## src/hw/rtl/mwd_pkg.sv

```systemverilog
// Package for the multiword by word divider.
// Holds port widths, the word width default, the control struct and the FSM states.
// No dependencies.
package mwd_pkg;

  // Width of the data ports and of the divisor write port.
  localparam int unsigned PORT_BITS = 32;

  // Default width of one dividend word inside the datapath.
  localparam int unsigned WORD_BITS_DEF = 32;

  // Commands from the sequencer to the serial divide unit.
  typedef struct packed {
    logic start;  // load a new dividend word and begin the bit loop
    logic clear;  // drop the running remainder
  } mwd_ctrl_t;

  // Top level sequencer states.
  typedef enum logic {
    ST_IDLE,
    ST_RUN
  } mwd_state_e;

endpackage

```

## src/hw/rtl/multiword_by_word_divider.sv

```systemverilog
// Top level of the multiword by word divider: sequencer, divisor register, result register.
// Instantiates mwd_serial_div; depends on mwd_pkg.
//
//   channel   direction  handshake                payload
//   in        to block   in_valid_i / in_stall_o  dividend_word_i, last_word_i
//   out       from block out_valid_o / out_stall_i quotient_word_o, remainder_word_o, is_last_o
//   cfg       to block   cfg_we_i                 cfg_wdata_i (divisor)
//
// A request is loaded, then the serial divide unit does one restoring
// subtract per quotient bit, its remainder feeding the next word, and the
// result is moved into the result register once that register is free.
// The result register lets the next request load while a result is stalled;
// a finished word waits in the unit only while the result register is full
// and stalled. Reset sets the divisor to 1 and clears the remainder. A zero
// divisor write is ignored; any other clears the running remainder.
module multiword_by_word_divider #(
  parameter int unsigned WORD_BITS = mwd_pkg::WORD_BITS_DEF
) (
  input  logic                          clk_i,
  input  logic                          rst_ni,
  input  logic                          cfg_we_i,
  input  logic [mwd_pkg::PORT_BITS-1:0] cfg_wdata_i,
  input  logic                          in_valid_i,
  output logic                          in_stall_o,
  input  logic [mwd_pkg::PORT_BITS-1:0] dividend_word_i,
  input  logic                          last_word_i,
  output logic                          out_valid_o,
  input  logic                          out_stall_i,
  output logic [mwd_pkg::PORT_BITS-1:0] quotient_word_o,
  output logic [mwd_pkg::PORT_BITS-1:0] remainder_word_o,
  output logic                          is_last_o
);
  import mwd_pkg::*;

  mwd_state_e           state_q, state_d;
  mwd_ctrl_t            ctrl;
  logic [WORD_BITS-1:0] divisor_q, divisor_d;
  logic [WORD_BITS-1:0] cfg_word;
  logic                 cfg_take;
  logic                 last_q, last_d;
  logic                 in_take;
  logic                 out_free;
  logic                 out_load;
  logic                 out_valid_q, out_valid_d;
  logic [WORD_BITS-1:0] quo_out_q;
  logic [WORD_BITS-1:0] rem_out_q;
  logic                 last_out_q;
  logic                 div_busy;
  logic [WORD_BITS-1:0] div_quo;
  logic [WORD_BITS-1:0] div_rem;

  // Decode the divisor write; drop writes of zero
  assign cfg_word  = cfg_wdata_i[WORD_BITS-1:0];
  assign cfg_take  = cfg_we_i && (cfg_word != '0);
  assign divisor_d = cfg_take ? cfg_word : divisor_q;

  // Handshake qualifiers
  assign in_take  = in_valid_i && !in_stall_o;
  assign out_free = !out_valid_q || !out_stall_i;

  // Next state
  always_comb begin
    state_d = state_q;
    unique case (state_q)
      ST_IDLE: begin
        if (in_valid_i) begin
          state_d = ST_RUN;
        end
      end
      ST_RUN: begin
        if (!div_busy && out_free) begin
          state_d = ST_IDLE;
        end
      end
      default: state_d = ST_IDLE;
    endcase
  end

  // Outputs of the sequencer
  always_comb begin
    in_stall_o = 1'b1;
    out_load   = 1'b0;
    unique case (state_q)
      ST_IDLE: in_stall_o = 1'b0;
      ST_RUN:  out_load   = !div_busy && out_free;
      default: in_stall_o = 1'b1;
    endcase
  end

  // Commands to the divide unit; clear the remainder after the last word or on a divisor write
  always_comb begin
    ctrl.start = in_take;
    ctrl.clear = cfg_take || (out_load && last_q);
  end

  assign last_d      = in_take ? last_word_i : last_q;
  assign out_valid_d = out_load ? 1'b1 : (out_stall_i ? out_valid_q : 1'b0);

  // Control registers
  always_ff @(posedge clk_i or negedge rst_ni) begin
    if (!rst_ni) begin
      state_q     <= ST_IDLE;
      divisor_q   <= WORD_BITS'(1);
      out_valid_q <= 1'b0;
    end else begin
      state_q     <= state_d;
      divisor_q   <= divisor_d;
      out_valid_q <= out_valid_d;
    end
  end

  // Payload registers: request flag and result
  always_ff @(posedge clk_i) begin
    last_q <= last_d;
    if (out_load) begin
      quo_out_q  <= div_quo;
      rem_out_q  <= div_rem;
      last_out_q <= last_q;
    end
  end

  mwd_serial_div #(
    .WORD_BITS (WORD_BITS)
  ) u_div (
    .clk_i       (clk_i),
    .rst_ni      (rst_ni),
    .ctrl_i      (ctrl),
    .word_i      (dividend_word_i[WORD_BITS-1:0]),
    .divisor_i   (divisor_q),
    .busy_o      (div_busy),
    .quotient_o  (div_quo),
    .remainder_o (div_rem)
  );

  assign out_valid_o      = out_valid_q;
  assign quotient_word_o  = PORT_BITS'(quo_out_q);
  assign remainder_word_o = PORT_BITS'(rem_out_q);
  assign is_last_o        = last_out_q;

  // The divisor register never holds zero
  a_divisor_nonzero: assert property (@(posedge clk_i) disable iff (!rst_ni)
    divisor_q != '0)
    else $error("divisor register holds zero");

  // A request is taken only when the divide unit is free
  a_take_when_free: assert property (@(posedge clk_i) disable iff (!rst_ni)
    in_take |-> !div_busy)
    else $error("request taken while divide unit busy");

  // After a request is taken the unit is working on it
  a_busy_after_take: assert property (@(posedge clk_i) disable iff (!rst_ni)
    in_take |=> (div_busy && in_stall_o))
    else $error("divide unit idle after request taken");

  // A result is loaded only from a finished unit into a free result register
  a_load_done: assert property (@(posedge clk_i) disable iff (!rst_ni)
    out_load |-> (!div_busy && out_free && state_q == ST_RUN))
    else $error("result loaded before divide finished");

endmodule

```

## src/hw/rtl/mwd_serial_div.sv

```systemverilog
// Bit-serial restoring divide unit: one quotient bit per cycle.
// Keeps the running remainder between words of one dividend.
// Depends on mwd_pkg.
module mwd_serial_div #(
  parameter int unsigned WORD_BITS = 32
) (
  input  logic                 clk_i,
  input  logic                 rst_ni,
  input  mwd_pkg::mwd_ctrl_t   ctrl_i,
  input  logic [WORD_BITS-1:0] word_i,
  input  logic [WORD_BITS-1:0] divisor_i,
  output logic                 busy_o,
  output logic [WORD_BITS-1:0] quotient_o,
  output logic [WORD_BITS-1:0] remainder_o
);
  import mwd_pkg::*;

  localparam int unsigned CntW = $clog2(WORD_BITS + 1);

  logic [CntW-1:0]      cnt_q, cnt_d;
  logic [WORD_BITS-1:0] rem_q, rem_d;
  logic [WORD_BITS-1:0] quo_q, quo_d;
  logic [WORD_BITS:0]   rem_ext;
  logic [WORD_BITS:0]   div_ext;
  logic [WORD_BITS:0]   diff;
  logic                 fits;

  // Shift the next dividend bit into the partial remainder and try a subtract
  always_comb begin
    rem_ext = {rem_q, quo_q[WORD_BITS-1]};
    div_ext = {1'b0, divisor_i};
    fits    = (rem_ext >= div_ext);
    diff    = rem_ext - div_ext;
  end

  // Next state of counter, remainder and dividend/quotient shift register
  always_comb begin
    cnt_d = cnt_q;
    rem_d = rem_q;
    quo_d = quo_q;
    if (ctrl_i.start) begin
      cnt_d = CntW'(WORD_BITS);
      quo_d = word_i;
    end else if (busy_o) begin
      cnt_d = cnt_q - CntW'(1);
      rem_d = fits ? diff[WORD_BITS-1:0] : rem_ext[WORD_BITS-1:0];
      quo_d = {quo_q[WORD_BITS-2:0], fits};
    end
    if (ctrl_i.clear) begin
      rem_d = '0;
    end
  end

  // Hold counter and running remainder under reset
  always_ff @(posedge clk_i or negedge rst_ni) begin
    if (!rst_ni) begin
      cnt_q <= '0;
      rem_q <= '0;
    end else begin
      cnt_q <= cnt_d;
      rem_q <= rem_d;
    end
  end

  // Quotient shift register carries payload only
  always_ff @(posedge clk_i) begin
    quo_q <= quo_d;
  end

  assign busy_o      = (cnt_q != '0);
  assign quotient_o  = quo_q;
  assign remainder_o = rem_q;

endmodule
```

## config.mk

```make
export PLATFORM = sky130hd
export DESIGN_NAME = multiword_by_word_divider
export DESIGN_NICKNAME = d
export VERILOG_FILES = /design/src/hw/rtl/mwd_pkg.sv /design/src/hw/rtl/multiword_by_word_divider.sv /design/src/hw/rtl/mwd_serial_div.sv
export SDC_FILE = /design/constraint.sdc
export NUM_CORES = 1
export LEC_CHECK = 0
export BUFFER_PORTS_ARGS = -buffer_cell sky130_fd_sc_hd__buf_2
export CAP_MARGIN = 40
export CORE_MARGIN = 1
export CORE_UTILIZATION = 57
export CTS_CLUSTER_DIAMETER = 120
export CTS_CLUSTER_SIZE = 8
export DETAILED_ROUTE_END_ITERATION = 7
export PLACE_DENSITY = 0.89
export SLEW_MARGIN = 20
export SYNTH_ARGS = -nofsm -noshare
export SYNTH_HDL_FRONTEND = slang
export SYNTH_HIERARCHICAL = 1
export SYNTH_SLANG_ARGS = --single-unit
```

## constraint.sdc

```tcl
create_clock -name clk_i -period 7.09 [get_ports clk_i]
set_clock_uncertainty 0.05 [all_clocks]
set_input_delay 0.3545 -clock clk_i [delete_from_list [all_inputs] [get_ports clk_i]]
set_output_delay 0.3545 -clock clk_i [all_outputs]
set_load 0.005 [all_outputs]
```

==> results of run 1 <==
==> sequential cells by signal, indices dropped and copies added, names as in the netlist <==
register	count
last_q	1
u_div/remainder_o	32
u_div/cnt_q	6
u_div/quotient_o	32
divisor_q	32
state_q	1
quotient_word_o	32
remainder_word_o	32
is_last_o	1
out_valid_o	1
==> cell families (layout without fill, tap and decap cells) <==
group / after synthesis / after routing / share of synthesized area
adders and majority gates: 34 / 34 / 0.05094
AOI/OAI and AO/OA: 166 / 166 / 0.1232
xor gates and xnor gates: 31 / 31 / 0.03194
and+or+nand+nor: 136 / 136 / 0.08288
DFF: 170 / 170 / 0.5584
buffers and inverters: 76 / 221 / 0.04195
muxes: 86 / 86 / 0.1107
==> cells in the final DEF (no fill, tap or decap), drive strengths merged, types with 2 or more instances in the layout <==
cell type / netlist / final
a211oi: 10 / 10
a31oi: 7 / 7
xnor2: 20 / 20
nand2b: 5 / 5
nor2: 26 / 26
xor2: 11 / 11
nand3: 6 / 6
o21ai: 57 / 57
o211ai: 4 / 4
ha: 33 / 33
edfxtp: 98 / 98
or3: 2 / 2
clkinvlp: 0 / 4
nor3: 9 / 9
inv: 44 / 48
o21bai: 5 / 5
a21oi: 57 / 57
nand3b: 2 / 2
a21o: 7 / 7
nor2b: 6 / 6
nand4: 11 / 11
o31ai: 2 / 2
mux2i: 22 / 22
mux2: 64 / 64
clkbuf: 12 / 20
and2: 3 / 3
nor4: 14 / 14
nand2: 41 / 41
o21a: 6 / 6
clkinv: 0 / 4
dfrtp: 71 / 71
buf: 20 / 144
or2: 4 / 4
==> critical path, stage by stage (launching register included) <==
cell and delay [ns]:
dfrtp_1 0.43, inv_1 0.08, ha_1 0.19, nand2_1 0.09, or3_1 0.46, nand2b_1 0.26, a21oi_4 0.18, nand2_1 0.09
nand2_1 0.37, inv_1 0.54, a31oi_1 0.37, o21ai_1 0.10
==> through the flow <==
| step | setup slack [ns] | instances | cell area, um^2 | total power [mW] | hold WS [ns] |
|---|---|---|---|---|---|
| 2_1_floorplan | 1.274 | 699 | 8499 | 2.651 | 0.008909 |
| 3_3_place_gp | 3.824 | 990 | 9268 | 2.913 | 0.3757 |
| 3_5_place_dp | 3.940 | 994 | 9363 | 3.012 | 0.3798 |
| 4_1_cts | 3.849 | 1027 | 9940 | 3.902 | 0.02989 |
| 5_1_grt | 3.599 | 1028 | 9967 | 4.148 | 0.02505 |
| 6_report | 3.732 | 1028 | 9967 | 3.916 | 0.04581 |
==> routing by layer <==
metal | track usage | share of wire | vias up
met4 | 0.08259 | 0.016 | 0
met5 | 0 | 0 | -
li1 | - | - | 2848
met3 | 0.05861 | 0.054 | 30
met2 | 0.3936 | 0.49 | 209
met1 | 0.3422 | 0.44 | 2959
==> worst min-delay path by stage <==
stage	end	depth (start not counted)	startpoint	slack, ns
after detailed placement	divisor_q[16]	2	rst_ni	0.38
after global placement	quotient_word_o[6]	0	u_div/quotient_o[6]	0.38
after global routing	last_q	1	last_word_i	0.03
after floorplan	divisor_q[10]	0	rst_ni	0.009
final	last_q	1	last_word_i	0.05
after CTS	last_q	1	last_word_i	0.03
==> area by class of cell <==
type / count / area share
clock inverters: 12 / 0.01105
repair buffers: 145 / 0.08386
well taps: 184 / 0.02310
multi-input cells: 453 / 0.3435
clock buffers: 20 / 0.04582
inverters: 44 / 0.01657
flip-flops and latches: 170 / 0.4761
==> synthesized netlist by cell type (3+ instances only) <==
master and number:
a211oi_1 6, a211oi_2 3, a21o_1 7, a21oi_1 56, a31oi_1 5, and2_1 3
buf_2 9, buf_4 3, buf_6 5, clkbuf_1 12, dfrtp_1 71, edfxtp_1 98
ha_1 33, inv_1 44, mux2_2 64, mux2i_1 22, nand2_1 39, nand2b_1 5
nand3_1 5, nand4_1 11, nor2_1 26, nor2b_1 6, nor3_1 9, nor4_1 13
o211ai_1 4, o21a_1 6, o21ai_0 46, o21ai_1 9, o21bai_1 5, or2_2 3
xnor2_1 20, xor2_1 11
==> report_power, final <==
part | switching, mW | leakage, nW | total (mW) | internal, mW
Sequential | 0.173 | 1.86 | 1.56 | 1.39
Clock | 0.403 | 0.265 | 0.880 | 0.476
Combinational | 0.826 | 2.07 | 1.48 | 0.650
==> flow_summary.json, run 1 <==
{
  "postSynthAreaPerCell_um2": 12.16,
  "drive_above_1_share": 0.3116,
  "dr.first_iter.drc_count": 461,
  "tritoncts_clock_tree": "yes",
  "synth_flop_type": "edfxtp_1",
  "critical_path.startpoint": "u_div/cnt_q[0]",
  "grt_setup_unrepaired": "no",
  "root_buffer_cell": "clkbuf_16",
  "synthArstFlopShare": 0.4235,
  "diodes": 0,
  "critical_path_arrival_ns": 3.61,
  "power.ir.vdd_worst_mv": 0.1998,
  "vias_in_the_first_global_route": 5743,
  "final-max-slew-violation-count": 0,
  "post-synth-top-area-cell": "edfxtp_1",
  "ys_seq_elements": 170,
  "area_used_by_multi_input_combinational_logic_um2": 3423,
  "synthCells": 699,
  "numClockSinks": 170,
  "ys_top_cells_by_area": "edfxtp_1 (35%), dfrtp_1 (21%), mux2_2 (8.5%)",
  "p_leak_nw": 4.199,
  "final_layout_fill_cell_count": 1038,
  "tns_ns": 0,
  "clockBufferDepth": 2,
  "place_hpwl_um": 12890,
  "holdBufCountCts": 1,
  "fp.dieArea_um2": 15400,
  "hold_violation_total_from_the_final_report": 0,
  "yosys_warnings": 6,
  "floorplan.die.width_um": 124.1,
  "synthToLayoutAreaGrowth_pct": 17.27,
  "sequential_to_total_area_share_from_yosys_stat": 0.5584,
  "final.period_utilization": 0.4737,
  "worst_ep_required_time_ns": 7.34,
  "cts_clk_pin_slew_worst_paths_ns": 0.07,
  "clkLatencyLatePin_ns": 0.43,
  "setup_violations": 0,
  "post_synth_edffs": 98,
  "power_per_cell_area_nw_per_um2": 392.9,
  "kind_of_critical_path": "register to register",
  "die-height_um": 124.1,
  "routabilityCongestion": 0.8736,
  "crit_path_end": "u_div/remainder_o[29]",
  "timing.reg2reg.setup_slack_ns": 3.73,
  "fin_nets": 935,
  "kind_of_end_point_of_the_critical_path": "register",
  "grt_start_max_net_pins": 67,
  "worst_min_delay_path_class": "input pin to register",
  "post-route-min-period_ns": 3.358,
  "dr.pass1.iters": 5,
  "max_cap_violation_count": 0,
  "boundaryPins": 137,
  "antenna_found_initial": 0,
  "worst_r2r_endpoint": "u_div/remainder_o[29]",
  "yosysTopAreaCellShare": 0.3462,
  "netlist-cell-type-count": 67,
  "clock_tree.htree_level_count": 4,
  "post-route-drc-count": 0,
  "routed-via-count": 6046,
  "crit_reg_reg_startpoint": "u_div/cnt_q[0]",
  "place.port_buffers": 136,
  "core.rowCount": 44,
  "postcts_resize_cnt": 0,
  "cts_buffers": 17,
  "grt_first_pass_wirelength_um": 28810,
  "grt.total_usage": 0.2504,
  "worst_r2r_path_depth": 11,
  "synth_area_um2": 8499,
  "overflow": 0,
  "wl_cell_um": 18.00,
  "synth_nets": 803,
  "floorplan.initialDensity": 0.5848,
  "final-seq-area_um2": 4746,
  "ant_nets": 0,
  "post_cts.repair.setup_buffers": 0,
  "status": "complete, no violations",
  "crit_path_max_fanout": 29,
  "max_freq_ghz": 0.2978,
  "layout.core_utilization": 0.6858,
  "max_slew.worst_pin.slew_ns": 0.8676,
  "avgViaCountPerCell": 5.881,
  "critPathLaunchType": "register",
  "wirelength_um": 18500,
  "timing.max_slew.rel_slack": 0.4209,
  "core-area_um2": 14530
}
No activity file was read; power rests on OpenSTA's default activity.
==> run 2, diff against run 1 <==
- clock period: 7.09 -> 3.4 ns (I/O delays scaled with it)
==> run 2 against run 1 <==
Against the previous run:
- setup slack worse by 3.5 ns
- sequential cell count stayed put
- cell count is 6.0% higher
- clock power is 130% higher
- count of clock-buffer cells in the layout is 1 lower
- critical path depth is 2 lower
- die area stayed put
- utilization is 4.3 points higher
- total power is 120% higher
- critical path type is now input pin to register
==> flow_summary.json, run 2 (synthesis results as in run 1) <==
{
  "power_per_cell_area_nw_per_um2": 799.5,
  "timing.max_slew.rel_slack": 0.4121,
  "core-area_um2": 14530,
  "dr.pass1.iters": 5,
  "crit_path_max_fanout": 29,
  "die-height_um": 124.1,
  "final_layout_fill_cell_count": 941,
  "drive_above_1_share": 0.2936,
  "place.port_buffers": 136,
  "grt_setup_unrepaired": "no",
  "worst_ep_required_time_ns": 3.68,
  "synthToLayoutAreaGrowth_pct": 24.57,
  "combinationalPowerShare": 0.378,
  "max_cap_violation_count": 0,
  "p_sw_mw": 3.008,
  "post-route-drc-count": 0,
  "diodes": 0,
  "setup_violations": 0,
  "overflow": 0,
  "final-instance-count-excl-fill": 1090,
  "fin_nets": 997,
  "wl_cell_um": 18.60,
  "timing.critical_path.depth": 9,
  "slowest_delay_ns": 0.72,
  "path_buf_inv": 3,
  "core.rowCount": 44,
  "cp_cell_sequence": "dlygate4sd3_1 > buf_2 > nor4_1 > nand4_1 > o21ai_2 > nand2_1 > inv_1 > o21ai_0 > a21oi_1",
  "antenna_found_initial": 0,
  "clkLatencyLatePin_ns": 0.43,
  "intPower_mw": 5.457,
  "max_slew.worst_pin.slew_ns": 0.8808,
  "place_hpwl_um": 13320,
  "worst_min_delay_path_class": "input pin to register",
  "grt_start_max_net_pins": 67,
  "max_freq_ghz": 0.3131,
  "postcts_resize_cnt": 0,
  "numClockSinks": 170,
  "post-route-min-period_ns": 3.193,
  "floorplan.initialDensity": 0.5848,
  "power.ir.vdd_worst_mv": 0.4139,
  "avgViaCountPerCell": 5.908,
  "wirelength_um": 20270,
  "routabilityCongestion": 0.9077,
  "vias_in_the_first_global_route": 6197,
  "p_leak_nw": 4.481,
  "most-common-layout-cells": "buf_2 (136), edfxtp_1 (98), dfrtp_1 (71)",
  "swShare": 0.3553,
  "power.clock.fraction": 0.235,
  "ant_nets": 0,
  "crit_slowest_cell": "inv_1",
  "post_cts.repair.setup_buffers": 0,
  "crit_reg_reg_startpoint": "u_div/remainder_o[19]",
  "layout.cells.most_common": "buf_2",
  "dr.first_iter.drc_count": 781,
  "hold_start": "dividend_word_i[30]",
  "tns_ns": 0,
  "floorplan.die.width_um": 124.1,
  "worstHoldPathCells": 2,
  "final.period_utilization": 0.9392,
  "boundaryPins": 137,
  "clockBufferDepth": 2,
  "fp.dieArea_um2": 15400,
  "area_used_by_multi_input_combinational_logic_um2": 3431,
  "tritoncts_clock_tree": "yes",
  "cts_buffers": 17,
  "cts_clk_pin_slew_worst_paths_ns": 0.07,
  "place_inst": 997,
  "root_buffer_cell": "clkbuf_16",
  "p_total_mw": 8.465,
  "path_delay_family": "buffers and inverters",
  "status": "complete, no violations",
  "routed-via-count": 6440,
  "critPathLaunchType": "input pin",
  "final-seq-area_um2": 4746,
  "critical_path.startpoint": "cfg_wdata_i[16]",
  "share_seq_of_total_power": 0.387,
  "grt_first_pass_wirelength_um": 31520,
  "kind_of_critical_path": "input pin to register",
  "kind_of_end_point_of_the_critical_path": "register",
  "final-max-slew-violation-count": 0,
  "critical_path_arrival_ns": 3.47,
  "clock_tree.htree_level_count": 4,
  "grt.total_usage": 0.2722,
  "worst_r2r_path_depth": 11,
  "hold_violation_total_from_the_final_report": 0
}
run 2: layout make-up:
type | instances | area share
clock buffer | 19 | 0.04089
timing repair buffer | 207 | 0.1335
sequential | 170 | 0.4482
tap | 184 | 0.02174
inverter | 44 | 0.01560
multi-input combinational | 453 | 0.3240
clock inverter | 13 | 0.01595
run 2: worst register-to-register path: cells and delay by family (launching register included):
family	cells	cell delay [ns]
simple gates	4	1.08
compound gates	5	0.78
fa+ha+maj	1	0.45
flops	1	0.43
buf+inv	1	0.27
run 2: power by group through the flow:
stage          combinational (mW)  clock [mW]  sequential, mW
2_1_floorplan                2.37           0            3.16
3_3_place_gp                 2.93           0            3.25
5_1_grt                      3.46        2.09            3.34
4_1_cts                      3.12        2.00            3.26
6_report                     3.20        1.99            3.28
3_5_place_dp                 3.01           0            3.29
run 2: final timing paths:
| check | endpoint | slack [ns] |
|---|---|---|
| setup reg to reg | u_div/remainder_o[29] | 0.22 |
| hold reg to reg | quotient_word_o[25] | 0.39 |
| max in group asynchronous | divisor_q[0] | 2.42 |
| hold / removal | u_div/quotient_o[30] | 0.005 |
| setup / recovery | u_div/remainder_o[10] | 0.21 |
| min in group asynchronous | divisor_q[18] | 0.10 |
run 2: routing by layer:
metal / global-route usage / vias to the layer above / share of wire
met2: 0.4354 / 308 / 0.49
li1: - / 2969 / -
met4: 0.1265 / 0 / 0.028
met5: 0 / - / 0
met1: 0.3635 / 3104 / 0.42
met3: 0.04441 / 59 / 0.066
run 2: through the flow:
step           hold WS (ns)  setup slack [ns]  area [um^2]  utilization
3_3_place_gp         0.2984            0.4751         9345       0.6430
4_1_cts           0.0007576            0.2878        10570       0.7271
2_1_floorplan       -0.1756          0.003013         8542            -
3_5_place_dp        0.01344            0.3174         9365       0.6444
6_report           0.005465            0.2066        10590       0.7285
5_1_grt            0.007699           0.04461        10590       0.7285
run 2: timing repair:
action                                  4_1_cts  5_1_grt
endpoints found under the setup margin        0        0
hold buffers                                 60        0
hold endpoints to repair                    119        0
==> run 3, diff against run 2 <==
- CELL_PAD_IN_SITES_DETAIL_PLACEMENT: not set -> 0
- CELL_PAD_IN_SITES_GLOBAL_PLACEMENT: not set -> 2
- CORE_UTILIZATION: 57 -> 38
- PLACE_DENSITY: 0.89 -> 0.86
==> run 3 against run 2 <==
Against the previous run:
- critical path depth is 2 higher
- cell area is 1.7% higher
- non-clock buffer count is 5 higher
- count of clock-buffer cells in the layout is 2 lower
- cell count is 9.3% higher
- critical endpoint is now u_div/remainder_o[22]
- largest cell class unchanged
==> flow_summary.json, run 3 (synthesis results as in run 1) <==
{
  "avgViaCountPerCell": 5.034,
  "cts_buffers": 17,
  "worst_ep_required_time_ns": 3.68,
  "routed-via-count": 5996,
  "die-height_um": 151.6,
  "root_buffer_cell": "clkbuf_16",
  "most-common-layout-cells": "buf_2 (135), edfxtp_1 (98), dfrtp_1 (71)",
  "floorplan.initialDensity": 0.3883,
  "core.rowCount": 54,
  "worst_min_delay_path_class": "input pin to register",
  "ant_nets": 0,
  "vias_in_the_first_global_route": 6245,
  "finalHoldWorstSlack_ns": 0.01625,
  "setup_violations": 0,
  "fin_nets": 1002,
  "clkLatencyLatePin_ns": 0.43,
  "diodes": 0,
  "clockBufferDepth": 2,
  "status": "complete, no violations",
  "post-route-drc-count": 0,
  "synthToLayoutAreaGrowth_pct": 26.69,
  "layout.cells.most_common": "buf_2",
  "path_buf_inv": 0,
  "crit_slowest_cell": "dfstp_2",
  "floorplan.die.width_um": 151.6,
  "critPathLaunchType": "register",
  "grt_start_max_net_pins": 60,
  "numClockSinks": 170,
  "placedInstanceArea_um2": 9535,
  "power_per_cell_area_nw_per_um2": 770.2,
  "wl_cell_um": 17.55,
  "worstHoldPathCells": 2,
  "power.ir.vdd_worst_mv": 0.4109,
  "post_cts.repair.setup_buffers": 0,
  "grt_setup_unrepaired": "no",
  "antenna_found_initial": 1,
  "place.port_buffers": 136,
  "max_slew.worst_pin.slew_ns": 0.7864,
  "post-route-min-period_ns": 2.983,
  "routabilityCongestion": 0.8309,
  "dr.pass1.iters": 5,
  "boundaryPins": 137,
  "place_hpwl_um": 14510,
  "grt.total_usage": 0.1924,
  "holdBufCountCts": 66,
  "dr.first_iter.drc_count": 210,
  "path_delay_family": "compound AO/OA/AOI/OAI gates",
  "cp_cell_sequence": "ha_1 > fa_1 > nor2b_1 > o2111ai_1 > nand4b_1 > a31oi_2 > o21ai_2 > a32oi_1 > xnor2_1 > mux2i_1 > a211oi_1",
  "hold_violation_total_from_the_final_report": 0,
  "max_cap_violation_count": 0,
  "postcts_resize_cnt": 0,
  "post-route-cell-area_um2": 10770,
  "tns_ns": 0,
  "crit_path_max_fanout": 4,
  "clock_tree.htree_level_count": 4,
  "drive_above_1_share": 0.2920,
  "grt_first_pass_wirelength_um": 33240,
  "overflow": 0,
  "final-instance-count-excl-fill": 1191,
  "kind_of_end_point_of_the_critical_path": "register",
  "final.period_utilization": 0.8772,
  "timing.max_slew.rel_slack": 0.4757,
  "wirelength_um": 20900,
  "final-max-slew-violation-count": 0,
  "cts_clk_pin_slew_worst_paths_ns": 0.08,
  "p_total_mw": 8.293,
  "timing.critical_path.depth": 11,
  "worst_r2r_path_depth": 11,
  "kind_of_critical_path": "register to register",
  "slowest_delay_ns": 0.53,
  "p_leak_nw": 4.504,
  "core-area_um2": 21890,
  "max_freq_ghz": 0.3353,
  "tritoncts_clock_tree": "yes",
  "final_layout_fill_cell_count": 2031,
  "critical_path_arrival_ns": 3.27,
  "fp.dieArea_um2": 22970,
  "place_inst": 1093
}
run 3: changes by cell type in the layout (fill, tap and decap cells not counted), moves of 2 or more:
cell and delta:
buf_4 -2, clkbuf_1 -2, dlygate4sd3_1 +6, clkinv_2 -2
inv_8 +5, buf_16 +2, bufinv_16 -3
run 3: layer usage:
metal,vias to the layer above,track usage,part of all wire
met5,-,0,0
met3,12,0.06257,0.075
li1,2973,-,-
met2,140,0.3167,0.48
met1,2871,0.2418,0.43
met4,0,0.05347,0.0078
run 3: path summary, 6_finish.rpt:
check / start / to / slack (ns)
max: divisor_q[0] / u_div/remainder_o[22] / 0.42
max reg2reg: divisor_q[0] / u_div/remainder_o[22] / 0.42
max in group asynchronous: rst_ni / divisor_q[0] / 2.49
min in group asynchronous: rst_ni / divisor_q[13] / 0.19
min reg2reg: u_div/quotient_o[5] / quotient_word_o[5] / 0.40
min: dividend_word_i[0] / u_div/quotient_o[0] / 0.02
run 3: per-stage QoR:
stage | utilization | setup WS [ns]
CTS | 0.4919 | 0.3586
global route | 0.4919 | 0.2198
global placement | 0.4324 | 0.4080
floorplan | - | 0.003013
detailed placement | 0.4356 | 0.4012
finish | 0.4919 | 0.4175
run 3: final cells by class:
type | count | area [um^2] | area share
Sequential cell | 170 | 4746 | 0.4407
Timing Repair Buffer | 212 | 1504 | 0.1397
Clock inverter | 15 | 146.4 | 0.01360
Multi-Input combinational cell | 453 | 3431 | 0.3186
Clock buffer | 17 | 425.4 | 0.03951
Tap cell | 280 | 350.3 | 0.03254
Inverter | 44 | 165.2 | 0.01534
run 3: report_power, final:
group | switching (mW) | internal (mW)
Clock | 0.922 | 0.977
Sequential | 0.346 | 2.89
Combinational | 1.74 | 1.42
Total | 3.01 | 5.28
run 3: worst reg2reg max path: stages (launching register included):
cell       delay [ns]
dfstp_2          0.53
ha_1             0.19
fa_1             0.22
nor2b_1          0.07
o2111ai_1        0.26
nand4b_1         0.29
a31oi_2          0.39
o21ai_2          0.18
a32oi_1          0.24
xnor2_1          0.14
mux2i_1          0.08
a211oi_1         0.23
